`config.mk`:
```
export PLATFORM = sky130hd
export DESIGN_NAME = complex_window_average_settle_check
export DESIGN_NICKNAME = d
export VERILOG_FILES = /design/src/rtl/cwa_pkg.sv /design/src/rtl/cwa_front.sv /design/src/rtl/cwa_back.sv /design/src/rtl/complex_window_average_settle_check.sv
export SDC_FILE = /design/constraint.sdc
export NUM_CORES = 2
export LEC_CHECK = 0
export BUFFER_PORTS_ARGS = -buffer_cell sky130_fd_sc_hd__buf_4
export CAP_MARGIN = 20
export CORE_MARGIN = 1.5
export CORE_UTILIZATION = 55
export CTS_CLUSTER_DIAMETER = 50
export DETAILED_ROUTE_END_ITERATION = 10
export PLACE_DENSITY_LB_ADDON = 0.12
export SYNTH_ARGS = -nofsm -noshare
export SYNTH_HDL_FRONTEND = slang
export SYNTH_SLANG_ARGS = --single-unit
```
`constraint.sdc`:
```
create_clock -name clk -period 7.9 [get_ports clk]
set_clock_uncertainty 0.05 [all_clocks]
set_input_delay 1.58 -clock clk [delete_from_list [all_inputs] [get_ports clk]]
set_output_delay 1.58 -clock clk [all_outputs]
set_load 0.1 [all_outputs]
```
`src/rtl/cwa_pkg.sv`:
```
`timescale 1ns / 1ps
// ----------------------------------------------------------------------------
// Complex window average package
// Shared constants and the CORDIC arctangent table.
// ----------------------------------------------------------------------------
package cwa_pkg;

	localparam int DefMaxWindow   = 64;
	localparam int DefSampleBits  = 16;
	localparam int DefCordicSteps = 16;
	localparam int AtanEntries    = 24;
	localparam int AngBits        = 34;

	localparam logic [6:0]  WinLenReset   = 7'd64;
	localparam logic [15:0] MagLimReset   = 16'd41;
	localparam logic [15:0] PhaseLimReset = 16'd328;

	// Configuration register indexes.
	localparam logic [1:0] RegWinLen   = 2'd0;
	localparam logic [1:0] RegMagLim   = 2'd1;
	localparam logic [1:0] RegPhaseLim = 2'd2;

	// Command codes.
	localparam logic CmdAdd   = 1'b0;
	localparam logic CmdClear = 1'b1;

	// Arctangent of 2^-i in units of pi/2^31.
	function automatic logic signed [AngBits-1:0] atan_lut(input logic [4:0] i);
		logic [31:0] v;
		unique case (i)
			5'd0: v = 32'h20000000; 5'd1: v = 32'h12E4051E; 5'd2: v = 32'h09FB385B;
			5'd3: v = 32'h051111D4; 5'd4: v = 32'h028B0D43; 5'd5: v = 32'h0145D7E1;
			5'd6: v = 32'h00A2F61E; 5'd7: v = 32'h00517C55; 5'd8: v = 32'h0028BE53;
			5'd9: v = 32'h00145F2F; 5'd10: v = 32'h000A2F98; 5'd11: v = 32'h000517CC;
			5'd12: v = 32'h00028BE6; 5'd13: v = 32'h000145F3; 5'd14: v = 32'h0000A2FA;
			5'd15: v = 32'h0000517D; 5'd16: v = 32'h000028BE; 5'd17: v = 32'h0000145F;
			5'd18: v = 32'h00000A30; 5'd19: v = 32'h00000518; 5'd20: v = 32'h0000028C;
			5'd21: v = 32'h00000146; 5'd22: v = 32'h000000A3; 5'd23: v = 32'h00000051;
			default: v = 32'h0;
		endcase
		return $signed({2'b00, v});
	endfunction

endpackage

```
`src/rtl/cwa_front.sv`:
```
`timescale 1ns / 1ps
// ----------------------------------------------------------------------------
// Window front end
// Accepts items, keeps the sample ring, running sums and fill count, and
// pushes one snapshot per item into the job register.
// ----------------------------------------------------------------------------
module cwa_front #(
	parameter int MAX_WINDOW  = cwa_pkg::DefMaxWindow,
	parameter int SAMPLE_BITS = cwa_pkg::DefSampleBits,
	localparam int SlotBits   = $clog2(MAX_WINDOW),
	localparam int CntBits    = $clog2(MAX_WINDOW + 1),
	localparam int SumBits    = SAMPLE_BITS + SlotBits
) (
	input  logic                          clk,
	input  logic                          arst_n,
	input  logic                          in_valid,
	output logic                          in_ready,
	input  logic                          cmd,
	input  logic signed [SAMPLE_BITS-1:0] sample_re,
	input  logic signed [SAMPLE_BITS-1:0] sample_im,
	input  logic [6:0]                    win_len,
	output logic                          job_valid,
	input  logic                          job_ready,
	output logic signed [SumBits-1:0]     job_sum_re,
	output logic signed [SumBits-1:0]     job_sum_im,
	output logic signed [SAMPLE_BITS-1:0] job_lat_re,
	output logic signed [SAMPLE_BITS-1:0] job_lat_im,
	output logic [CntBits-1:0]            job_count,
	output logic                          job_full
);
	import cwa_pkg::*;

	typedef enum logic [1:0] {F_IDLE, F_READ, F_UPDATE, F_PUSH} fstate_t;

	fstate_t                   state_q;
	logic                      cmd_q;
	logic signed [SAMPLE_BITS-1:0] re_q, im_q;
	logic signed [SAMPLE_BITS-1:0] ring_re [MAX_WINDOW];
	logic signed [SAMPLE_BITS-1:0] ring_im [MAX_WINDOW];
	logic signed [SAMPLE_BITS-1:0] old_re_q, old_im_q;
	logic signed [SumBits-1:0] sum_re_q, sum_im_q;
	logic [CntBits-1:0]        fill_q;
	logic [SlotBits-1:0]       slot_q;
	logic [CntBits-1:0]        eff_len;
	logic [SlotBits-1:0]       old_slot;
	logic                      at_len;

	// Clamp the window length into one to MAX_WINDOW.
	always_comb begin
		if (win_len == 7'd0) begin
			eff_len = CntBits'(1);
		end else if (32'(win_len) > MAX_WINDOW) begin
			eff_len = CntBits'(MAX_WINDOW);
		end else begin
			eff_len = CntBits'(win_len);
		end
	end

	// The oldest sample sits fill_q slots behind the write slot, modulo the ring depth.
	assign at_len   = fill_q >= eff_len;
	assign old_slot = (32'(slot_q) >= 32'(fill_q))
		? SlotBits'(32'(slot_q) - 32'(fill_q))
		: SlotBits'(32'(slot_q) + MAX_WINDOW - 32'(fill_q));
	assign in_ready = (state_q == F_IDLE);

	// Ring writes happen in the update step.
	always_ff @(posedge clk) begin
		if (state_q == F_READ) begin
			old_re_q <= ring_re[old_slot];
			old_im_q <= ring_im[old_slot];
		end
		if (state_q == F_UPDATE && cmd_q == CmdAdd) begin
			ring_re[slot_q] <= re_q;
			ring_im[slot_q] <= im_q;
		end
	end

	// Newest sample comes from the item register: it was just written.
	always_ff @(posedge clk or negedge arst_n) begin
		if (!arst_n) begin
			state_q   <= F_IDLE;
			job_valid <= 1'b0;
			sum_re_q  <= '0;
			sum_im_q  <= '0;
			fill_q    <= '0;
			slot_q    <= '0;
		end else begin
			unique case (state_q)
				F_IDLE: begin
					if (in_valid) begin
						cmd_q   <= cmd;
						re_q    <= sample_re;
						im_q    <= sample_im;
						state_q <= F_READ;
					end
				end
				F_READ: state_q <= F_UPDATE;
				F_UPDATE: begin
					if (cmd_q == CmdClear) begin
						sum_re_q <= '0;
						sum_im_q <= '0;
						fill_q   <= '0;
						slot_q   <= '0;
						job_sum_re <= '0;
						job_sum_im <= '0;
						job_count  <= '0;
						job_full   <= 1'b0;
						job_lat_re <= '0;
						job_lat_im <= '0;
					end else begin
						logic signed [SumBits-1:0] nre, nim;
						logic [CntBits-1:0] ncnt;
						nre  = sum_re_q + SumBits'(re_q)
							- (at_len ? SumBits'(old_re_q) : '0);
						nim  = sum_im_q + SumBits'(im_q)
							- (at_len ? SumBits'(old_im_q) : '0);
						ncnt = at_len ? fill_q : fill_q + 1'b1;
						sum_re_q   <= nre;
						sum_im_q   <= nim;
						fill_q     <= ncnt;
						slot_q     <= (32'(slot_q) == MAX_WINDOW - 1) ? '0 : slot_q + 1'b1;
						job_sum_re <= nre;
						job_sum_im <= nim;
						job_count  <= ncnt;
						job_full   <= ncnt >= eff_len;
						job_lat_re <= (ncnt > CntBits'(1)) ? re_q : '0;
						job_lat_im <= (ncnt > CntBits'(1)) ? im_q : '0;
					end
					job_valid <= 1'b1;
					state_q   <= F_PUSH;
				end
				F_PUSH: begin
					if (job_ready) begin
						job_valid <= 1'b0;
						state_q   <= F_IDLE;
					end
				end
				default: state_q <= F_IDLE;
			endcase
		end
	end

	// A pushed snapshot never has a newest sample without two held.
	assert property (@(posedge clk) disable iff (!arst_n)
		job_valid && job_count < CntBits'(2) |-> job_lat_re == '0 && job_lat_im == '0)
		else $error("newest sample shown with fewer than two held");
	assert property (@(posedge clk) disable iff (!arst_n)
		fill_q <= CntBits'(MAX_WINDOW))
		else $error("fill count beyond ring depth");
	assert property (@(posedge clk) disable iff (!arst_n)
		job_valid && !job_ready |=> job_valid && $stable(job_sum_re))
		else $error("queued snapshot dropped");

endmodule

```
`src/rtl/cwa_back.sv`:
```
`timescale 1ns / 1ps
// ----------------------------------------------------------------------------
// Settle check back end
// Divides the sums by the count one bit a cycle, runs one shared CORDIC over
// average and newest sample if a check is due; holds the result for output.
// ----------------------------------------------------------------------------
module cwa_back #(
	parameter int MAX_WINDOW   = cwa_pkg::DefMaxWindow,
	parameter int SAMPLE_BITS  = cwa_pkg::DefSampleBits,
	parameter int CORDIC_STEPS = cwa_pkg::DefCordicSteps,
	localparam int SlotBits    = $clog2(MAX_WINDOW),
	localparam int CntBits     = $clog2(MAX_WINDOW + 1),
	localparam int SumBits     = SAMPLE_BITS + SlotBits
) (
	input  logic                          clk,
	input  logic                          arst_n,
	input  logic                          job_valid,
	output logic                          job_ready,
	input  logic signed [SumBits-1:0]     job_sum_re,
	input  logic signed [SumBits-1:0]     job_sum_im,
	input  logic signed [SAMPLE_BITS-1:0] job_lat_re,
	input  logic signed [SAMPLE_BITS-1:0] job_lat_im,
	input  logic [CntBits-1:0]            job_count,
	input  logic                          job_full,
	input  logic [15:0]                   mag_lim,
	input  logic [15:0]                   phase_lim,
	output logic                          out_valid,
	input  logic                          out_ready,
	output logic signed [SAMPLE_BITS-1:0] avg_re,
	output logic signed [SAMPLE_BITS-1:0] avg_im,
	output logic signed [SAMPLE_BITS-1:0] latest_re,
	output logic signed [SAMPLE_BITS-1:0] latest_im,
	output logic [CntBits-1:0]            held_count,
	output logic                          window_full,
	output logic                          settled
);
	import cwa_pkg::*;

	localparam int Steps  = (CORDIC_STEPS > AtanEntries) ? AtanEntries : CORDIC_STEPS;
	localparam int StBits = $clog2(((SumBits > Steps) ? SumBits : Steps) + 1);
	localparam int VBits  = SAMPLE_BITS + 3;
	localparam int MBits  = VBits + 17;

	typedef enum logic [2:0] {
		B_IDLE, B_DIV, B_LOAD, B_COR_A, B_COR_L, B_CMP, B_OUT
	} bstate_t;

	bstate_t                  state_q;
	logic [SumBits-1:0]       rem_re_q, rem_im_q, quo_re_q, quo_im_q;
	logic [SumBits-1:0]       num_re_q, num_im_q;
	logic                     neg_re_q, neg_im_q;
	logic [CntBits-1:0]       div_q;
	logic [StBits-1:0]        step_q;
	logic signed [VBits-1:0]  x_q, y_q;
	logic signed [AngBits-1:0] z_q, pa_q;
	logic signed [VBits-1:0]  ma_q;
	logic                     chk_q;

	// One restoring division bit for a magnitude.
	function automatic logic [2*SumBits-1:0] div_bit(input logic [SumBits-1:0] rem,
			input logic [SumBits-1:0] num, input logic [SumBits-1:0] quo,
			input logic [CntBits-1:0] d, input logic [StBits-1:0] k);
		logic [SumBits:0] r;
		logic [SumBits-1:0] q;
		r = {rem, num[k]};
		q = quo;
		if (r >= (SumBits+1)'(d)) begin
			r = r - (SumBits+1)'(d);
			q[k] = 1'b1;
		end
		return {r[SumBits-1:0], q};
	endfunction

	logic [2*SumBits-1:0] dre, dim;
	assign dre = div_bit(rem_re_q, num_re_q, quo_re_q, div_q, step_q);
	assign dim = div_bit(rem_im_q, num_im_q, quo_im_q, div_q, step_q);

	logic signed [SAMPLE_BITS-1:0] qre, qim;
	assign qre = neg_re_q ? -SAMPLE_BITS'(quo_re_q) : SAMPLE_BITS'(quo_re_q);
	assign qim = neg_im_q ? -SAMPLE_BITS'(quo_im_q) : SAMPLE_BITS'(quo_im_q);

	// Prerotation of a vector with negative real part.
	function automatic logic [2*VBits+AngBits-1:0] pre_rot(
			input logic signed [SAMPLE_BITS-1:0] re, input logic signed [SAMPLE_BITS-1:0] im);
		logic signed [VBits-1:0] x, y;
		logic signed [AngBits-1:0] z;
		x = VBits'(re);
		y = VBits'(im);
		z = '0;
		if (re < 0) begin
			if (im >= 0) begin
				x = VBits'(im); y = -VBits'(re); z = AngBits'(64'sd1 <<< 30);
			end else begin
				x = -VBits'(im); y = VBits'(re); z = -AngBits'(64'sd1 <<< 30);
			end
		end
		return {x, y, z};
	endfunction

	logic signed [VBits-1:0] nx, ny;
	logic signed [AngBits-1:0] nz;
	always_comb begin
		if (y_q >= 0) begin
			nx = x_q + (y_q >>> step_q);
			ny = y_q - (x_q >>> step_q);
			nz = z_q + atan_lut(5'(step_q));
		end else begin
			nx = x_q - (y_q >>> step_q);
			ny = y_q + (x_q >>> step_q);
			nz = z_q - atan_lut(5'(step_q));
		end
	end

	logic signed [MBits-1:0]   dm;
	logic signed [AngBits-1:0] dp;
	logic [MBits-1:0] lhs, rhs;
	logic [AngBits+1:0] plim;
	assign dm   = MBits'(ma_q) - MBits'(x_q);
	assign lhs  = MBits'(dm < 0 ? -dm : dm) << 12;
	assign rhs  = MBits'(mag_lim) * MBits'(x_q);
	assign dp   = pa_q - z_q;
	assign plim = (AngBits+2)'(phase_lim) << 16;

	assign job_ready = (state_q == B_IDLE);

	always_ff @(posedge clk or negedge arst_n) begin
		if (!arst_n) begin
			state_q   <= B_IDLE;
			out_valid <= 1'b0;
		end else begin
			unique case (state_q)
				B_IDLE: begin
					if (job_valid) begin
						neg_re_q   <= job_sum_re < 0;
						neg_im_q   <= job_sum_im < 0;
						num_re_q   <= job_sum_re < 0 ? -job_sum_re : job_sum_re;
						num_im_q   <= job_sum_im < 0 ? -job_sum_im : job_sum_im;
						rem_re_q   <= '0;
						rem_im_q   <= '0;
						quo_re_q   <= '0;
						quo_im_q   <= '0;
						div_q      <= job_count;
						step_q     <= StBits'(SumBits - 1);
						latest_re  <= job_lat_re;
						latest_im  <= job_lat_im;
						held_count <= job_count;
						window_full <= job_full;
						chk_q      <= job_full && job_count > CntBits'(1);
						state_q    <= B_DIV;
					end
				end
				B_DIV: begin
					if (div_q == '0) begin
						state_q <= B_CMP;
						chk_q   <= 1'b0;
						quo_re_q <= '0;
						quo_im_q <= '0;
						neg_re_q <= 1'b0;
						neg_im_q <= 1'b0;
					end else begin
						rem_re_q <= dre[2*SumBits-1:SumBits];
						quo_re_q <= dre[SumBits-1:0];
						rem_im_q <= dim[2*SumBits-1:SumBits];
						quo_im_q <= dim[SumBits-1:0];
						if (step_q == '0) begin
							state_q <= chk_q ? B_LOAD : B_CMP;
						end else begin
							step_q <= step_q - 1'b1;
						end
					end
				end
				// Load the average; a zero average has magnitude and angle zero.
				B_LOAD: begin
					step_q <= '0;
					if (qre == 0 && qim == 0) begin
						ma_q <= '0; pa_q <= '0;
						{x_q, y_q, z_q} <= pre_rot(latest_re, latest_im);
						state_q <= B_COR_L;
					end else begin
						{x_q, y_q, z_q} <= pre_rot(qre, qim);
						state_q <= B_COR_A;
					end
				end
				B_COR_A: begin
					if (step_q == StBits'(Steps - 1)) begin
						ma_q <= nx; pa_q <= nz;
						{x_q, y_q, z_q} <= pre_rot(latest_re, latest_im);
						step_q <= '0;
						state_q <= B_COR_L;
					end else begin
						x_q <= nx; y_q <= ny; z_q <= nz;
						step_q <= step_q + 1'b1;
					end
				end
				B_COR_L: begin
					if (latest_re == 0 && latest_im == 0) begin
						x_q <= '0; z_q <= '0;
						state_q <= B_CMP;
					end else begin
						x_q <= nx; y_q <= ny; z_q <= nz;
						if (step_q == StBits'(Steps - 1)) begin
							state_q <= B_CMP;
						end else begin
							step_q <= step_q + 1'b1;
						end
					end
				end
				B_CMP: begin
					avg_re    <= qre;
					avg_im    <= qim;
					settled   <= chk_q && (x_q > 0) && (lhs < rhs)
						&& ((AngBits+2)'(dp < 0 ? -dp : dp) < plim);
					out_valid <= 1'b1;
					state_q   <= B_OUT;
				end
				B_OUT: begin
					if (out_ready) begin
						out_valid <= 1'b0;
						state_q   <= B_IDLE;
					end
				end
				default: state_q <= B_IDLE;
			endcase
		end
	end

	assert property (@(posedge clk) disable iff (!arst_n)
		out_valid |-> state_q == B_OUT)
		else $error("result shown outside output state");
	assert property (@(posedge clk) disable iff (!arst_n)
		out_valid && settled |-> window_full && held_count > CntBits'(1))
		else $error("settled without a full window");
	assert property (@(posedge clk) disable iff (!arst_n)
		out_valid && held_count == '0 |-> avg_re == '0 && avg_im == '0)
		else $error("nonzero average of empty window");

endmodule

```
`src/rtl/complex_window_average_settle_check.sv`:
```
`timescale 1ns / 1ps
// ----------------------------------------------------------------------------
// Complex window average with settle check
// Sliding-window average of complex samples and a magnitude/phase settle flag.
// ----------------------------------------------------------------------------
// One item at a time per side. The front end takes an item through accept,
// ring read, sum update and push into a one-entry job register, and waits
// there until the back end takes the job. The back end takes the job, runs
// the bit-serial divider, loads the CORDIC, runs it over the average and the
// newest sample, compares and holds the result until it is taken. The CORDIC
// runs only when the window is full with two or more samples, and skips the
// average when it is zero; a clear does no division. The back end sets the
// rate; the front end overlaps with it through the job register.
module complex_window_average_settle_check #(
	parameter int MAX_WINDOW   = cwa_pkg::DefMaxWindow,
	parameter int SAMPLE_BITS  = cwa_pkg::DefSampleBits,
	parameter int CORDIC_STEPS = cwa_pkg::DefCordicSteps
) (
	input  logic                          clk,
	input  logic                          arst_n,
	input  logic                          in_valid,
	output logic                          in_ready,
	input  logic                          cmd,
	input  logic signed [SAMPLE_BITS-1:0] sample_re,
	input  logic signed [SAMPLE_BITS-1:0] sample_im,
	input  logic                          cfg_we,
	input  logic [1:0]                    cfg_index,
	input  logic [15:0]                   cfg_data,
	output logic                          out_valid,
	input  logic                          out_ready,
	output logic signed [SAMPLE_BITS-1:0] avg_re,
	output logic signed [SAMPLE_BITS-1:0] avg_im,
	output logic signed [SAMPLE_BITS-1:0] latest_re,
	output logic signed [SAMPLE_BITS-1:0] latest_im,
	output logic [$clog2(MAX_WINDOW+1)-1:0] held_count,
	output logic                          window_full,
	output logic                          settled
);
	import cwa_pkg::*;

	localparam int CntBits = $clog2(MAX_WINDOW + 1);
	localparam int SumBits = SAMPLE_BITS + $clog2(MAX_WINDOW);

	logic [6:0]  win_len_q;
	logic [15:0] mag_lim_q, phase_lim_q;

	// Configuration registers.
	always_ff @(posedge clk or negedge arst_n) begin
		if (!arst_n) begin
			win_len_q   <= WinLenReset;
			mag_lim_q   <= MagLimReset;
			phase_lim_q <= PhaseLimReset;
		end else if (cfg_we) begin
			unique case (cfg_index)
				RegWinLen:   win_len_q   <= cfg_data[6:0];
				RegMagLim:   mag_lim_q   <= cfg_data;
				RegPhaseLim: phase_lim_q <= cfg_data;
				default: ;
			endcase
		end
	end

	logic                      job_valid, job_ready, job_full;
	logic signed [SumBits-1:0] job_sum_re, job_sum_im;
	logic signed [SAMPLE_BITS-1:0] job_lat_re, job_lat_im;
	logic [CntBits-1:0]        job_count;

	cwa_front #(.MAX_WINDOW(MAX_WINDOW), .SAMPLE_BITS(SAMPLE_BITS)) u_front (
		.clk, .arst_n, .in_valid, .in_ready, .cmd, .sample_re, .sample_im,
		.win_len(win_len_q), .job_valid, .job_ready, .job_sum_re, .job_sum_im,
		.job_lat_re, .job_lat_im, .job_count, .job_full
	);

	cwa_back #(.MAX_WINDOW(MAX_WINDOW), .SAMPLE_BITS(SAMPLE_BITS),
		.CORDIC_STEPS(CORDIC_STEPS)) u_back (
		.clk, .arst_n, .job_valid, .job_ready, .job_sum_re, .job_sum_im,
		.job_lat_re, .job_lat_im, .job_count, .job_full,
		.mag_lim(mag_lim_q), .phase_lim(phase_lim_q), .out_valid, .out_ready,
		.avg_re, .avg_im, .latest_re, .latest_im, .held_count, .window_full, .settled
	);

endmodule

```
==> results.md <==
- Status: completed
- Initial standard-cell utilization of the core: 0.5543
- Critical-path maximum fanout: 8
- CP most frequent cell: fa_1
- Number of endpoints with negative hold slack in the final report: 0
- Most frequent cells after synthesis: edfxtp_1, inv_1, mux4_2
- Fraction of layout cells with a size suffix above 1: 0.2048
- Normalized max-slew margin: 0.1700
- Maximum frequency from static timing analysis: 126.8 MHz
- Clock slew at reported path FFs: approximately 0.06 ns
- Post-route antenna net violation count: 0
- Most numerous cell in the Yosys netlist: edfxtp_1
- Area growth from synthesis to layout: 13.42%
- Largest cells by area after synthesis: edfxtp_1, mux4_2, fa_1
- Final standard cell area without fillers: roughly 150,000 sq um
- Final Routed Wirelength: 355,000 um
- Total cell area at the placement stage: 139,100 sq um
- Number of antenna violations at the first check in global routing: 21
- Root buffer cell: clkbuf_16
- Endpoint class of the critical path: register
- Synthesis warning total: 0
- Wire length per cell after detailed routing: around 28 um
- Count of buffers from port buffering: 130
- Sequential fraction of the synthesis area: 0.5977
- Placeable core region: 238,300 sq um
- CTS buffer count: between 300 and 400
- Vias per cell: 6.211
- # Max-Cap Violations: 0
- Maximum number of pins on one net before global-route repair: 108
- TritonCTS clock tree: yes
- Endpoint required time on the critical path: 8.55 ns
- Pre-Repair DR Iteration Count: 6
- Die area: 243,100 sq um
- Hold Crit Class: register to register
- Count of boundary I/O pins: about 130
- Count of distinct cell types in the synthesized netlist: around 110
- Largest buffer count on any clock path: 4
- Cell family with most CP delay: adder cells
- Main synth FF type: edfxtp_1
- Largest stage delay on the critical path: 0.63 ns
- Post-synth EDFFs: 2,523
- Global-route wire length before repair: 519,000 um
- Instance count of the mapped netlist: 8,776
- Cell with the largest stage delay on the worst path: dfstp_2
- Type of the worst setup path: register to register
- Number of vias after detailed routing: slightly below 80,000
- Number of remaining DRC errors: 0
- DP Wirelength: 227,200 um
- Post-synthesis register bit count: around 2,700
- CTS Hold Buffers Added: 0
- Buffers plus inverters on the worst setup path: 9
- Final weighted congestion of routability-driven global placement: 0.9396
- Worst-Skew Late Latency: 0.95 ns
- Vias in the first global route: 78,410
- Async set-reset flop share out of synthesis: 0.03878
- Max Transition Viols Final: 0
- Total routing usage reported by global routing: 0.2919
- Count of clock tree sinks: 2,656
- H-tree depth reported by CTS: 5
- Floorplan row count: 179
- Startpoint type of the worst setup path: register
- Setup violators final: 0
- Post-route clock period utilization: 0.9982
- Die W: 493.1 um
- Measured slew at the worst slew-check pin: 1.237 ns
- Overflow after GRT: 0
- Final period demand of the worst path: approximately 7.9 ns
- Netlist area before placement: 132,100 sq um
- # nets final: roughly 10,000
- Avg Cell Area, Syn: 15.05 sq um
- Die Height: approximately 500 um
- Setup repair after global routing missed its margin: yes
- Area leader, netlist: edfxtp_1
- Data arrival, critical path: between 8 and 9 ns
- Count of routing violations after the opening detailed-route iteration: 8,264
- Share of the synthesized area in the top cell type: 0.5736
==> kinds of logic after synthesis <==
group | count (synthesis) | share of synthesized area
and+or+nand+nor | 1817 | 0.06722
AOI/OAI and AO/OA | 1167 | 0.05696
other | 1 | 0.00002839
muxes | 835 | 0.1290
DFF | 2656 | 0.5977
buffers and inverters | 1175 | 0.03381
xor gates and xnor gates | 409 | 0.02712
adders and majority gates | 716 | 0.08811
==> per-stage QoR <==
step	hold slack, ns	util	TNS (ns)	worst slack, ns	instances
global route	0.3700	0.6286	-0.2916	-0.2916	12610
CTS	0.3674	0.6282	0	0.0007763	12610
global placement	0.3508	0.5835	-0.3359	-0.3359	12030
floorplan	0.3503	-	0	0.06600	8779
finish	0.3643	0.6287	0	0.01423	12620
detailed placement	0.3545	0.5836	-0.4607	-0.4607	12030
==> registers in the layout (all words and copies together), names as in the netlist, 19 cells and up, named ones only <==
| name | flops |
|---|---|
| u_back.pa_q | 34 |
| u_front.sum_re_q | 22 |
| u_front.ring_re | 1024 |
| u_front.ring_im | 1024 |
| u_back.ma_q | 19 |
| u_back.rem_re_q | 22 |
| u_back.y_q | 19 |
| u_front.job_sum_re | 22 |
| u_front.sum_im_q | 22 |
| u_back.x_q | 19 |
| u_back.z_q | 34 |
| u_front.job_sum_im | 22 |
| u_back.rem_im_q | 22 |
| u_back.num_im_q | 22 |
| u_back.num_re_q | 22 |
==> cell usage in the layout, fill, tap and decap left out, types with 60 or more instances in the layout <==
| master | instances |
|---|---|
| inv_1 | 754 |
| xnor2_1 | 253 |
| nor3_1 | 89 |
| a21oi_1 | 308 |
| fa_1 | 353 |
| a21o_1 | 96 |
| mux2_2 | 60 |
| nor2b_1 | 106 |
| and2_1 | 224 |
| xor2_1 | 151 |
| nand2_1 | 469 |
| mux2i_1 | 88 |
| buf_4 | 496 |
| clkbuf_16 | 321 |
| o21ai_0 | 236 |
| dfrtp_1 | 94 |
| nor2_1 | 466 |
| edfxtp_1 | 2523 |
| ha_1 | 349 |
| nand3_1 | 78 |
| mux4_2 | 683 |
==> worst paths after layout <==
kind	slack [ns]	cells after the start	to	from
worst max-delay path	0.01	36	u_back.settled$_DFFE_PP_	mag_lim_q[5]$_DFFE_PN1P_
min in group asynchronous	0.63	1	mag_lim_q[8]$_DFFE_PN0P_	arst_n
worst min register to register	0.36	0	u_back.latest_re[11]$_DFFE_PP_	u_front.job_lat_re[11]$_SDFFCE_PP0P_
worst min-delay path	0.36	0	u_back.latest_re[11]$_DFFE_PP_	u_front.job_lat_re[11]$_SDFFCE_PP0P_
max in group asynchronous	5.81	2	u_front.slot_q[4]$_DFFE_PN0P_	arst_n
worst max register to register	0.01	36	u_back.settled$_DFFE_PP_	mag_lim_q[5]$_DFFE_PN1P_
==> routing by layer <==
layer  up-vias  wire, um  track usage
li1      33880         -            -
met1     40550    141600       0.4010
met2      3359    172800       0.4766
met3       585     26490      0.04332
met4         4     14050       0.1097
met5         -        27            0
==> layout make-up <==
cell class	instances	area, sq um
fill	17360	88480
tap	3167	3963
timing repair buffer	527	4235
multi-input combinational	4948	49600
clock inverter	171	1837
sequential	2656	78950
antenna	6	15.01
clock buffer	381	8358
inverter	762	2860
==> repair_timing <==
item	4_1_cts	5_1_grt
pin swaps	71	16
setup buffers	23	0
gates resized for setup	62	10
endpoints found under the setup margin	1	1
Power is left out: the tool's default activity adds up to more than one toggle a clock period on the data nets, which glitch-free logic cannot reach.
